[config.mk]
export PLATFORM = sky130hd
export DESIGN_NAME = fmod_prep
export DESIGN_NICKNAME = d
export VERILOG_FILES = /design/src/rtl/fmod_pkg.sv /design/src/rtl/fmod_prep.sv
export SDC_FILE = /design/constraint.sdc
export NUM_CORES = 1
export LEC_CHECK = 0
export BUFFER_PORTS_ARGS = -buffer_cell sky130_fd_sc_hd__buf_2
export CORE_AREA = 2 2 127 129
export CTS_CLUSTER_DIAMETER = 30
export CTS_CLUSTER_SIZE = 8
export DETAILED_ROUTE_END_ITERATION = 12
export DIE_AREA = 0 0 129 131
export PLACE_DENSITY = 0.8
export SETUP_SLACK_MARGIN = 0.1
export SYNTH_ARGS = -nofsm -noshare
export SYNTH_HDL_FRONTEND = slang
export SYNTH_SLANG_ARGS = --single-unit
[constraint.sdc]
create_clock -name i_clk -period 5.7 [get_ports i_clk]
set_clock_uncertainty 0.1 [all_clocks]
set_input_delay 1.14 -clock i_clk [delete_from_list [all_inputs] [get_ports i_clk]]
set_output_delay 1.14 -clock i_clk [all_outputs]
set_load 0.02 [all_outputs]
[src/rtl/fmod_pkg.sv]
`default_nettype none
// ----------------------------------------------------------------------------
// fmod_pkg
// Shared constants and types for the floored signed modulo pipeline.
// ----------------------------------------------------------------------------
package fmod_pkg;

    localparam int DATA_W = 64;
    localparam int WIDTH  = 64;

    typedef logic signed [DATA_W-1:0] t_data;

    typedef struct packed {
        logic             valid;
        logic [WIDTH-1:0] rem;
        logic [WIDTH-1:0] num;
        logic [WIDTH-1:0] den;
        logic             an;
        logic             bn;
        logic             bz;
    } t_stage;

endpackage
`default_nettype wire

[src/rtl/fmod_prep.sv]
`default_nettype none
// ----------------------------------------------------------------------------
// fmod_prep
// Entry stage: extracts operand signs and unsigned magnitudes.
// ----------------------------------------------------------------------------
module fmod_prep (
    input  wire              i_clk,
    input  wire              i_rst_n,
    input  wire              i_en,
    input  wire              i_valid,
    input  fmod_pkg::t_data  i_dividend,
    input  fmod_pkg::t_data  i_divisor,
    output fmod_pkg::t_stage o_stage
);
    import fmod_pkg::*;

    logic [WIDTH-1:0] a;
    logic [WIDTH-1:0] b;
    t_stage           r_stage;
    t_stage           n_stage;

    assign a = i_dividend[WIDTH-1:0];
    assign b = i_divisor[WIDTH-1:0];

    always_comb begin
        n_stage.valid = i_valid;
        n_stage.rem   = '0;
        n_stage.an    = a[WIDTH-1];
        n_stage.bn    = b[WIDTH-1];
        n_stage.bz    = (b == '0);
        n_stage.num   = a[WIDTH-1] ? (WIDTH'(0) - a) : a;
        n_stage.den   = b[WIDTH-1] ? (WIDTH'(0) - b) : b;
    end

    always_ff @(posedge i_clk) begin
        if (!i_rst_n) begin
            r_stage.valid <= 1'b0;
        end else if (i_en) begin
            r_stage <= n_stage;
        end
    end

    assign o_stage = r_stage;
endmodule
`default_nettype wire

**Yosys cells after proc, flatten, opt, wreduce, memory -nomap -nowiden**

Cells that the tools add are included.

- Add/subtract/negate cells: 2
- Mux-type cells: 2
- Reductions and logical operators: 2

Operator list:

| kind | count |
|---|---|
| 1-bit by 64-bit subtractor with 64-bit output, first input constant | 2 |
| 63-bit two-way mux | 2 |
| 64-bit logical NOT | 1 |
| 2-bit AND reduction | 1 |

- Flip-flop bits (word level): 132
- Logic and storage cells: 14

**Longest topological paths before layout**

- Word-level depth: 2
- Mapped depth: 7
- Mapped depth without buffers: 7

**Least setup slack after synthesis**

Ideal clock, no wire load.

- Path kind: in2reg
- Start point: input i_en
- End point: register r_stage, in the netlist o_stage[0], enable pin
- Library setup time: 0.505 ns
- Arrival time: 4.140 ns
- Slack: 0.955 ns
- Stages on the path: 1
- Cell sequence: and2_1

- Word-level cells in the longest chain between the ends: 1

RTL lines:

| item | RTL line | source |
|---|---|---|
| start: declaration | fmod_prep.sv:9 | `input wire i_en,` |
| 2-bit AND reduction (no source line) | - |  |
| end signal: assignment | fmod_prep.sv:39 | `r_stage <= n_stage;` |
| end: declaration | fmod_prep.sv:19 | `t_stage r_stage;` |

Every way passes these cells.
A chain may end at the register's enable or synchronous reset.

==> results.txt <==
Post-Syn Area -> 7340 µm²
GR Overflow Total -> 0
number of synthesized flops with an enable pin -> 131
Vias per Instance -> 5.14
number of global-route vias before repair -> 5228
Seq pwr share -> 44.6%
Comb power frac -> 17.4%
Post-layout nets -> 999
Worst-path clk slew -> 0.06 ns
Die Height -> 131 µm
clock latency on the worst-skew pair -> 0.41 ns
number of core rows -> 46
Yosys cell types -> 39
Slew headroom -> 29.4%
Num Clock Sinks -> 132
# DRC -> 0
Starting Density -> 47.1%
DR WL/cell -> 16.9 µm
Psw -> 735 µW
H-tree levels -> 4
Worst Slack Setup Final -> 2.43 ns
post-cts resize count -> 0
register area share after synthesis -> 53.9%
IO Port Bufs -> 263
Cells after Synth -> 598
PwrDens -> 290 nW/µm²
drt first-iter violations -> 288
Warnings, synthesis -> 0
Slew Viols, Final -> 0
cell-by-cell trace of the critical path -> buf_2 > or3_1 > nor4_1 > nand4b_1 > o41ai_1 > xnor2_1
antenna violations before repair -> 0
Fmax -> 306 MHz
Detail Placement HPWL -> 14100 µm
crit-path max FO -> 8
synthesis-to-layout area growth -> 25.1%
Pint -> 1920 µW
global placement routability congestion -> 0.852
total CTS buffers -> 17
CTS max path bufs -> 2
first-pass GRT wire length -> 27100 µm
CP endpoint kind -> flip-flop
I/O pins -> 328
first-pass detailed-route iteration total -> 4
clock group share of total power -> 37.9%
Synth async-reset ratio -> 0%
hold_buf cts -> 0
delay-heaviest family, CP -> simple AND/OR/NAND/NOR gates
Leak -> 0.00346 µW
GR Util All Layers -> 21.1%
Crit path buffers/inverters -> 1
Ant. Diodes -> 0
Root Driver -> clkbuf_16
commonest cells after routing, fill and taps aside -> 263 x buf_2, 131 x edfxtp_1, 121 x xnor2_1
status -> completed
layout cells sized above 1 -> 37.6%
WS Path Type -> input pin to flip-flop
TritonCTS clock tree -> done
Util after Layout -> 58.9%
max reg flops -> 132
final wirelength -> 18500 µm
endpoints failing hold -> 0
Die W -> 129 µm
die area -> 16900 µm²
total power -> 2660 µW
fin crit period -> 3.27 ns
dominant synthesized flop cell -> edfxtp_1
Finish-stage setup viols -> 0
Min-Delay Path Class -> flip-flop to flip-flop
# Post-CTS Setup Buffers -> 0
most common cell after layout, fill and taps aside -> buf_2
core area -> 15600 µm²
reported max-cap violation count -> 0
vias post-DR -> 5624
Place WS -> 2.05 ns
Worst VDD drop -> 0.183 mV
Final Cycle Share -> 57.3%
Net Sw Frac -> 27.7%
RSZ-0062 raised after global routing -> no
Worst Tran Pin Value -> 1.06 ns
crit-path max cell delay -> 0.60 ns
average cell area after synthesis -> 12.3 µm²
startpoint types -> input pin
Seq cells post-synth -> 132
largest net degree at the start of global routing -> 66
CP max-delay cell -> o41ai_1
data arrival time of the critical path -> 3.32 ns
setup TNS -> 0 ns
Critical Path RT -> 5.75 ns
post-route ant nets -> 0
Fillers -> 1298
[cells in the mapped netlist, types with 2 or more instances]
| master | instances | area, µm² |
|---|---|---|
| or4_4 | 6 | 67.6 |
| inv_1 | 6 | 22.5 |
| or2_2 | 12 | 75.1 |
| o41ai_1 | 25 | 219 |
| nand4_1 | 4 | 25.0 |
| nor4_1 | 8 | 50.1 |
| nand3_1 | 2 | 10.0 |
| and2_1 | 2 | 12.5 |
| clkbuf_1 | 15 | 56.3 |
| o41ai_2 | 2 | 32.5 |
| or3_1 | 20 | 125 |
| nor2_1 | 10 | 37.5 |
| o31ai_1 | 46 | 345 |
| edfxtp_1 | 131 | 3930 |
| nor3_2 | 3 | 30.0 |
| o21ai_0 | 33 | 165 |
| nand2_1 | 38 | 143 |
| ha_1 | 2 | 25.0 |
| nor3_1 | 9 | 45.0 |
| nor4_4 | 2 | 42.5 |
| buf_4 | 64 | 480 |
| nand2b_1 | 4 | 25.0 |
| nand4_2 | 3 | 37.5 |
| xnor2_1 | 121 | 1060 |
| or4_1 | 16 | 120 |
[per-layer routing]
metal / global-route usage [%] / wire (µm) / up-vias
li1: - / - / 2696
met2: 37.0 / 9290 / 260
met1: 24.2 / 7160 / 2633
met5: 0 / 0 / -
met4: 10.2 / 588 / 0
met3: 5.25 / 1460 / 35
[final timing paths]
kind | depth (start not counted) | to | slack, ns | startpoint
hold reg to reg | 2 | o_stage[195]$_SDFFE_PN0P_ | 0.42 | o_stage[195]$_SDFFE_PN0P_
setup reg to reg | 2 | o_stage[195]$_SDFFE_PN0P_ | 5.02 | o_stage[195]$_SDFFE_PN0P_
setup / recovery | 6 | o_stage[111]$_DFFE_PP_ | 2.43 | i_dividend[11]
hold / removal | 2 | o_stage[195]$_SDFFE_PN0P_ | 0.42 | o_stage[195]$_SDFFE_PN0P_
[layout make-up]
class	instances	area, µm²	area share (%)
Clock buffer	18	429	4.67
Timing Repair Buffer	265	1330	14.5
Multi-Input combinational cell	443	3060	33.3
Sequential cell	132	3950	43.1
Inverter	6	22.5	0.245
Clock inverter	14	114	1.24
Tap cell	216	270	2.94
[stage by stage]
stage	cell area [µm²]	instances	hold WS (ns)
finish	9180	1094	0.417
global route	9180	1094	0.471
CTS	9180	1094	0.418
detailed placement	8640	1062	0.400
global placement	8640	1062	0.406
floorplan	7580	661	0.489
[cells by family after synthesis]
kind of cell | after synthesis | share of synthesized area, %
xor gates and xnor gates | 121 | 14.4
adders and majority gates | 2 | 0.341
other | 1 | 0.0511
muxes | 1 | 0.136
buffers and inverters | 86 | 7.69
AOI/OAI and AO/OA | 106 | 10.4
and+or+nand+nor | 149 | 13.1
DFF | 132 | 53.9
[power by group through the flow]
stage | logic [µW] | clock network (µW) | registers [µW]
after floorplan | 213 | 0 | 1310
after global placement | 454 | 0 | 1210
after detailed placement | 464 | 0 | 1210
after CTS | 464 | 1030 | 1190
after global routing | 499 | 1060 | 1190
final | 463 | 1010 | 1190
[worst reg2reg max path: stages (launching register included)]
cell and delay (ns):
dfxtp_1 0.30, mux2i_1 0.12, nor2b_1 0.06
(Power assumes the default switching activity.)
