[config.mk]
export PLATFORM = sky130hd
export DESIGN_NAME = fmod_div_stage
export DESIGN_NICKNAME = d
export VERILOG_FILES = /design/src/rtl/fmod_pkg.sv /design/src/rtl/fmod_div_stage.sv
export SDC_FILE = /design/constraint.sdc
export NUM_CORES = 1
export LEC_CHECK = 0
export ABC_AREA = 1
export BUFFER_PORTS_ARGS = -buffer_cell sky130_fd_sc_hd__buf_2
export CAP_MARGIN = 10
export CORE_ASPECT_RATIO = 0.75
export CORE_UTILIZATION = 45
export CTS_CLUSTER_SIZE = 10
export DETAILED_ROUTE_END_ITERATION = 10
export PLACE_DENSITY = 0.76
export SYNTH_ARGS = -nofsm -noshare
export SYNTH_HDL_FRONTEND = slang
export SYNTH_SLANG_ARGS = --single-unit
[constraint.sdc]
create_clock -name i_clk -period 7.5 [get_ports i_clk]
set_input_delay 1.5 -clock i_clk [delete_from_list [all_inputs] [get_ports i_clk]]
set_output_delay 1.5 -clock i_clk [all_outputs]
set_load 0.02 [all_outputs]
[src/rtl/fmod_pkg.sv]
`default_nettype none
// ----------------------------------------------------------------------------
// fmod_pkg
// Shared constants and types for the floored signed modulo pipeline.
// ----------------------------------------------------------------------------
package fmod_pkg;

    localparam int DATA_W = 64;
    localparam int WIDTH  = 64;

    typedef logic signed [DATA_W-1:0] t_data;

    typedef struct packed {
        logic             valid;
        logic [WIDTH-1:0] rem;
        logic [WIDTH-1:0] num;
        logic [WIDTH-1:0] den;
        logic             an;
        logic             bn;
        logic             bz;
    } t_stage;

endpackage
`default_nettype wire

[src/rtl/fmod_div_stage.sv]
`default_nettype none
// ----------------------------------------------------------------------------
// fmod_div_stage
// One restoring division step: shifts in one dividend bit and subtracts
// the divisor magnitude when the partial remainder allows it.
// ----------------------------------------------------------------------------
module fmod_div_stage (
    input  wire              i_clk,
    input  wire              i_rst_n,
    input  wire              i_en,
    input  fmod_pkg::t_stage i_stage,
    output fmod_pkg::t_stage o_stage
);
    import fmod_pkg::*;

    logic [WIDTH:0] trial;
    logic [WIDTH:0] diff;
    t_stage         r_stage;
    t_stage         n_stage;

    assign trial = {i_stage.rem, i_stage.num[WIDTH-1]};
    assign diff  = trial - {1'b0, i_stage.den};

    always_comb begin
        n_stage     = i_stage;
        n_stage.num = {i_stage.num[WIDTH-2:0], 1'b0};
        n_stage.rem = diff[WIDTH] ? trial[WIDTH-1:0] : diff[WIDTH-1:0];
    end

    always_ff @(posedge i_clk) begin
        if (!i_rst_n) begin
            r_stage.valid <= 1'b0;
        end else if (i_en) begin
            r_stage <= n_stage;
        end
    end

    assign o_stage = r_stage;
endmodule
`default_nettype wire

# After elaboration in Yosys (flattened, before gate mapping)
# Cells that the tools add are included.
# W data, S select, Z words.
[word_totals]
in_bits = 199
memories = 0
romBits = 0
latchBits = 0
reg_bits = 195
mem_bits_rw = 0
wordCells = 10
[op_classes]
order_cmp = 0
eq_ne = 0
add_sub_neg = 1
n_bitwise = 0
n_div = 0
mul = 0
n_mux = 1
shifts = 0
n_reduce_logical = 1
[ops]
columns = ["operator", "count"]
rows = [
  ["$sub A65 B64 Y65", 1],
  ["$mux W64", 1],
  ["$reduce_and A2 Y1", 1],
]

# Logic depth before layout (Yosys ltp)
# Gate-level depths: netlist of the first run.
[logic_depth]
ltp_word = 2
depth_mapped = 19
mapped_depth_nobuf = 18

# Worst setup path before layout of the first run
# Ideal clock, no wire load.
[synth_timing]
path_type = "input -> register"
startpoint = "input port i_rst_n"
endpoint = "register r_stage (netlist bit o_stage[0]) (enable)"
path_stages = 2
required_ns = 6.954
t_arrival_ns = 5.261
setup_slack_ns = 1.694
path_buffers = 0
cell_sequence = "nand2_1 -> inv_1"
[synth_via]
elab_chain_cells = 1
[synth_lines]
columns = ["element", "line", "rtl"]
rows = [
  ["start, declared", "fmod_div_stage.sv:9", "input wire i_rst_n,"],
  ["$reduce_and A2 Y1 (no line)", "--", ""],
  ["end signal, assigned", "fmod_div_stage.sv:34", "r_stage <= n_stage;"],
  ["end, declared", "fmod_div_stage.sv:18", "t_stage r_stage;"],
]
# Every way passes these cells.
# A chain may end at the register's enable or synchronous reset.

==> results of run 1 <==
power groups by stage:
stage	combinational (mW)	clock, mW	sequential, mW
after detailed placement	0.884	0	1.35
final	0.891	0.919	1.33
after CTS	0.888	0.935	1.33
after global placement	0.871	0	1.35
after floorplan	0.467	0	1.47
after global routing	0.986	0.965	1.34
routing by layer:
metal | global-route usage, % | vias to the layer above
li1 | - | 6323
met5 | 0 | -
met1 | 42.2 | 5692
met2 | 44.9 | 474
met4 | 9.15 | 4
met3 | 6.85 | 55
tightest hold or removal path, delay by kind of cell (launching register included):
| family | cells | cell delay [ns] |
|---|---|---|
| flip-flops | 1 | 0.33 |
| AO/OA/AOI/OAI | 2 | 0.20 |
worst max path at each step:
stage | startpoint | endpoint | slack, ns | depth (start not counted)
6_report | i_stage[3] | o_stage[157] | 3.57 | 17
5_1_grt | i_stage[130] | o_stage[157] | 3.37 | 19
4_1_cts | i_stage[3] | o_stage[157] | 3.59 | 18
3_5_place_dp | i_stage[130] | o_stage[194] | 3.12 | 18
3_3_place_gp | i_stage[3] | o_stage[194] | 3.26 | 17
2_1_floorplan | i_rst_n | o_stage[0] | 1.69 | 2
placed cells by master (no fill, tap or decap), drive strengths merged, types with 7 or more instances in the layout:
cell type / count
nand4: 17
buf: 394
o21bai: 8
xor2: 30
clkbuf: 19
nor3: 12
ha: 64
nand2: 819
a21oi: 54
clkinv: 7
inv: 401
nand3: 70
nor2: 111
edfxtp: 194
per-stage QoR:
step | hold WS [ns] | power, mW | cell area, sq um | setup slack, ns
2_1_floorplan | 0.606 | 1.94 | 13100 | 1.69
3_3_place_gp | 0.530 | 2.22 | 15400 | 3.26
3_5_place_dp | 0.537 | 2.24 | 15400 | 3.12
4_1_cts | 0.565 | 3.15 | 16000 | 3.59
5_1_grt | 0.627 | 3.29 | 16000 | 3.37
6_report | 0.578 | 3.14 | 16000 | 3.57
cell families after synthesis:
group / count (synthesis) / share of synthesized area [%]
adder cells (fa/ha/maj): 65 / 6.27
flip-flops: 195 / 44.6
other: 1 / 0.0286
XOR/XNOR: 31 / 2.07
buffers and inverters: 408 / 12.3
AND/OR/NAND/NOR: 1038 / 32.0
AO/OA/AOI/OAI: 67 / 2.74
layout make-up:
type | instances | area [sq um]
inverters | 395 | 1490
clock buffers | 19 | 453
clock inverters | 13 | 136
repair buffers | 394 | 1970
multi-input cells | 1202 | 5650
well taps | 385 | 482
fillers | 2741 | 12300
flip-flops and latches | 195 | 5850
==> results.py, run 1 <==
metrics = {
    "timing": {
        "timing.fmax_ghz": 0.255,
        "finalMaxSlewViolations": 0,
        "layout_min_cycle_time_ns": 3.93,
        "worstMarginPinSlew_ns": 0.957,
        "finalSetupTns_ns": 0,
        "timing.final.hold_violations": 0,
        "fin_crit_sh_pct": 52.4,
        "finalSetupViolCount": 0,
        "rsz0062_at_grt": "false",
        "worst_slew_margin_rel_pct": 36.2,
        "fin_skew_ns": 0,
    },
    "power_and_ir_drop": {
        "power.net_switching_mw": 1.10,
        "p_per_area_nw_per_um2": 196,
        "clkPwrFrac_pct": 29.3,
        "p_leak_nw": 8.95,
        "swShare_pct": 34.9,
        "pwr-share-comb_pct": 28.4,
        "vdd_ir_drop_max_mv": 0.151,
        "pwr-share-seq_pct": 42.4,
        "p_int_mw": 2.04,
    },
    "worst_setup_path": {
        "required_ns": 7.70,
        "path_cells": "buf_2 -> ha_1 -> fa_1 -> inv_1 -> nand2_1 -> nand2_1 -> nand3_1 -> nand2_2 -> nand2_1 -> nand2_2 -> nand2_2 -> nand2_4 -> nand2_2 -> nand3_1 -> nand2_4 -> nand2_1 -> nand2_1",
        "rrSetupSlack_ns": 6.84,
        "reg2reg_from": "o_stage[195]",
        "crit_top_cell": "nand2_1",
        "rr_worst_depth": 2,
        "r2r_end": "o_stage[195]",
        "path_class": "input pin to flip-flop",
        "end_kind": "flip-flop",
        "max_stage_delay_ns": 0.45,
        "crit_path_top_delay_cell": "fa_1",
        "crit_arrival_ns": 4.13,
        "cp_top_family": "simple AND/OR/NAND/NOR gates",
        "worst-path-buf-inv": 2,
        "crit_fanout": 64,
        "crit_path_start_kind": "input pin",
    },
    "yosys": {
        "yosysWarningCount": 0,
        "synth_top_area_cell": "edfxtp_1",
        "ys.flop_type": "edfxtp_1",
        "syn_inst": 1805,
        "syn_area_per_cell_sq_um": 7.26,
        "yosysSeqAreaShare_pct": 44.6,
        "synth-seq-cells": 195,
        "synth-edff-count": 194,
        "synth_top_area_share_pct": 44.5,
        "synth_fp_nets": 2069,
        "synth_area_leaders": "edfxtp_1, nand2_1, inv_1, ha_1, nor2_1",
        "synth_common_cells": "nand2_1, inv_1, edfxtp_1, nor2_1, nand3_1",
        "syn-cell-area_sq_um": 13100,
        "synth_cell_types": 34,
        "async_reset_ff_share_pct": 0,
        "synth_most_common_cell": "nand2_1",
    },
    "die": {
        "core-area_sq_um": 28300,
        "fp.dieH_um": 150,
        "die_x_um": 199,
        "num_rows": 53,
        "initial_core_util_pct": 46.3,
        "io_pins": 395,
        "die_area_sq_um": 29800,
    },
    "worst_hold_path": {
        "hold_path_class": "flip-flop to flip-flop",
        "holdPathStages": 2,
        "whs_endpoint": "o_stage[195]",
        "hold_start": "o_stage[195]",
    },
    "route": {
        "firstDrtPassIters": 5,
        "drc_errors": 0,
        "vias": 12500,
        "wl_met3_um": 3700,
        "routed_wl_um": 44500,
        "highest_layer": "met5",
        "wl_per_cell_um": 17.1,
        "ant_nets": 0,
        "drtIter0Drc": 878,
        "met1_length_um": 20800,
        "drt-vias-per-instance": 4.82,
        "met2_length_um": 19100,
    },
    "placed_design": {
        "gp_congestion": 0.939,
        "dp_hpwl_um": 36700,
        "io_buffers": 393,
        "dp.cells": 2571,
    },
    "cts": {
        "clkTransAtPathRegs_ns": 0.08,
        "cts_buffer_depth": 2,
        "clk_latency_ns": 0.46,
        "cts-root-buf": "clkbuf_16",
        "post_cts_resized": 0,
        "tritoncts": "yes",
        "ctsHtreeMaxLevel": 4,
        "cts_hold_buf": 0,
        "cts_buffers": 17,
        "cts_sinks": 195,
        "post_cts.repair.setup_buffers": 0,
    },
    "finish": {
        "largest_reg_flops": 195,
        "final_util_pct": 56.6,
        "antennaDiodeCount": 0,
        "layout-area-overhead-vs-synth_pct": 22.4,
        "drive_above_1_share_pct": 21.3,
        "final_nets": 2469,
        "fin_cells": 2603,
    },
    "global_routing": {
        "grt_pass1_vias": 11500,
        "grtUsageTotal_pct": 29.8,
        "grt_pass1_wl_um": 65300,
        "grt-ovfl-total": 0,
        "grt_start_max_net_pins": 135,
        "antenna_found_initial": 2,
    },
    "outcome": {
        "run_status": "complete, no violations",
    },
    "job": {
        "cap_viol_max_count": 0,
    },
}
Note: power is estimated with default switching activity, not from simulation.
==> run 2: changes to the inputs <==
Clock period 7.5 ns to 3.7 ns, I/O delays scaled along.
==> run 2 against run 1 <==
  * Wire length increased by 2.4%
  * Count of clock-buffer cells in the layout decreased by 1
  * Global-route usage grew 0.60 points
  * Core utilization grew 0.49 points
  * Register-to-register slack got worse by 3.8 ns
  * Clock power rose by 110%
  * Worst setup slack got worse by 2.8 ns
  * Sequential cell count unchanged
  * Final area is 0.86% higher
==> results.py, run 2 (synthesis results as in run 1) <==
metrics = {
    "worst_setup_path": {
        "crit_fanout": 64,
        "crit_path_start": "i_stage[130]",
        "crit_path_start_kind": "input pin",
        "required_ns": 3.91,
        "end_kind": "flip-flop",
        "rrSetupSlack_ns": 3.09,
        "crit_path_end": "o_stage[158]",
        "rr_worst_depth": 2,
        "reg2reg_from": "o_stage[195]",
        "r2r_end": "o_stage[195]",
        "crit_arrival_ns": 3.11,
        "path_class": "input pin to flip-flop",
    },
    "power_and_ir_drop": {
        "finalPower_mw": 6.46,
        "p_leak_nw": 9.00,
        "p_per_area_nw_per_um2": 400,
        "power.net_switching_mw": 2.30,
        "pwr-share-comb_pct": 28.3,
        "swShare_pct": 35.6,
        "vdd_ir_drop_max_mv": 0.331,
        "p_int_mw": 4.16,
        "pwr-share-seq_pct": 41.8,
        "clkPwrFrac_pct": 30.0,
    },
    "worst_hold_path": {
        "hold_path_class": "input pin to flip-flop",
    },
    "cts": {
        "clk_latency_ns": 0.46,
        "ctsHtreeMaxLevel": 4,
        "cts-root-buf": "clkbuf_16",
        "cts_hold_buf": 0,
        "cts_buffer_depth": 2,
        "tritoncts": "yes",
        "cts_sinks": 195,
        "cts_buffers": 17,
        "post_cts.repair.setup_buffers": 0,
        "clkTransAtPathRegs_ns": 0.08,
        "post_cts_resized": 0,
    },
    "route": {
        "ant_nets": 0,
        "vias": 12600,
        "firstDrtPassIters": 5,
        "drc_errors": 0,
        "wl_per_cell_um": 17.5,
        "routed_wl_um": 45600,
        "drt-vias-per-instance": 4.83,
        "drtIter0Drc": 1017,
    },
    "placed_design": {
        "dp_hpwl_um": 38000,
        "gp_congestion": 0.980,
        "placed_area_sq_um": 15500,
        "io_buffers": 393,
    },
    "finish": {
        "final_cell_mix": "nand2_1, buf_2, inv_1",
        "final_area_sq_um": 16200,
        "layout-area-overhead-vs-synth_pct": 23.4,
        "drive_above_1_share_pct": 21.6,
        "layout_commonest_cell": "nand2_1",
        "nFillCells": 2730,
        "multi_input_area_sq_um": 5660,
        "seqCellArea_sq_um": 5850,
        "largest_reg_flops": 195,
        "final_nets": 2476,
    },
    "die": {
        "fp.dieH_um": 150,
        "core-area_sq_um": 28300,
        "die_x_um": 199,
        "die_area_sq_um": 29800,
        "initial_core_util_pct": 46.3,
        "num_rows": 53,
        "io_pins": 395,
    },
    "global_routing": {
        "met3_usage_pct": 7.55,
        "grt_pass1_vias": 11600,
        "grt_start_max_net_pins": 65,
        "grt_pass1_wl_um": 66100,
        "top_usage_layer": "met2",
        "use_met2_pct": 46.8,
        "grtUsageTotal_pct": 30.4,
        "grt-ovfl-total": 0,
        "grt_use_met1_pct": 42.0,
        "antenna_found_initial": 6,
    },
    "timing": {
        "worst_slew_margin_rel_pct": 41.5,
        "timing.final.hold_violations": 0,
        "fin_skew_ns": 0,
        "finalSetupViolCount": 0,
        "fin_crit_sh_pct": 78.3,
        "finalMaxSlewViolations": 0,
        "fin_hold_ws_ns": 0.448,
        "worstMarginPinSlew_ns": 0.871,
        "timing.fmax_ghz": 0.345,
        "finalSetupTns_ns": 0,
        "rsz0062_at_grt": "false",
        "layout_min_cycle_time_ns": 2.90,
    },
    "outcome": {
        "run_status": "complete, no violations",
    },
    "job": {
        "cap_viol_max_count": 0,
    },
}
==> run 2: cell count changes in the layout (fill, tap and decap cells not counted), sizes merged <==
cell,change
clkinv,+2
clkinvlp,+1
inv,-2
buf,+7
clkbuf,-1
diode,+1
==> run 2: metrics by stage <==
stage / std cells / utilization [%] / worst slack [ns]
2_1_floorplan: 1805 / - / -0.352
3_3_place_gp: 2578 / 54.9 / 0.436
3_5_place_dp: 2578 / 54.9 / 0.334
5_1_grt: 2610 / 57.1 / 0.652
4_1_cts: 2610 / 57.1 / 0.819
6_report: 2611 / 57.1 / 0.802
==> run 2: layout make-up <==
cell class,count,share of cell area [%]
Antenna cell,1,0.0155
Tap cell,385,2.98
Multi-Input combinational cell,1202,35.0
Clock buffer,18,2.72
Sequential cell,195,36.2
Clock inverter,14,1.13
Inverter,395,9.20
Timing Repair Buffer,401,12.8
==> run 2: critical path: stages <==
cell	delay (ns)
buf_2	0.09
inv_1	0.04
ha_1	0.20
fa_1	0.45
inv_1	0.10
nand2_1	0.05
nand2_1	0.06
nand3_1	0.08
nand2_2	0.14
nand2_1	0.08
nand2_2	0.15
nand2_2	0.08
nand2_4	0.07
nand2_2	0.07
nand3_2	0.12
nand2_8	0.27
nand2_1	0.17
nand2_1	0.07
==> run 2: worst min path at each step <==
| stage | from | end | depth (start not counted) |
|---|---|---|---|
| 6_report | i_stage[106] | o_stage[107] | 1 |
| 5_1_grt | i_stage[75] | o_stage[76] | 1 |
| 4_1_cts | i_stage[1] | o_stage[1] | 1 |
| 3_5_place_dp | o_stage[195] | o_stage[195] | 2 |
| 3_3_place_gp | o_stage[195] | o_stage[195] | 2 |
| 2_1_floorplan | o_stage[195] | o_stage[195] | 2 |
==> run 2: metal layers <==
| metal | vias up | part of all wire, % |
|---|---|---|
| met5 | - | 0.18 |
| met4 | 12 | 2.1 |
| met3 | 57 | 8.9 |
| met2 | 485 | 43 |
| met1 | 5724 | 45 |
| li1 | 6322 | - |
==> run 2: power groups by stage <==
stage	Combinational, mW	Sequential [mW]	Clock, mW
floorplan	0.948	2.98	0
global placement	1.78	2.75	0
detailed placement	1.81	2.75	0
CTS	1.82	2.70	1.97
global route	2.01	2.72	2.03
finish	1.83	2.70	1.94
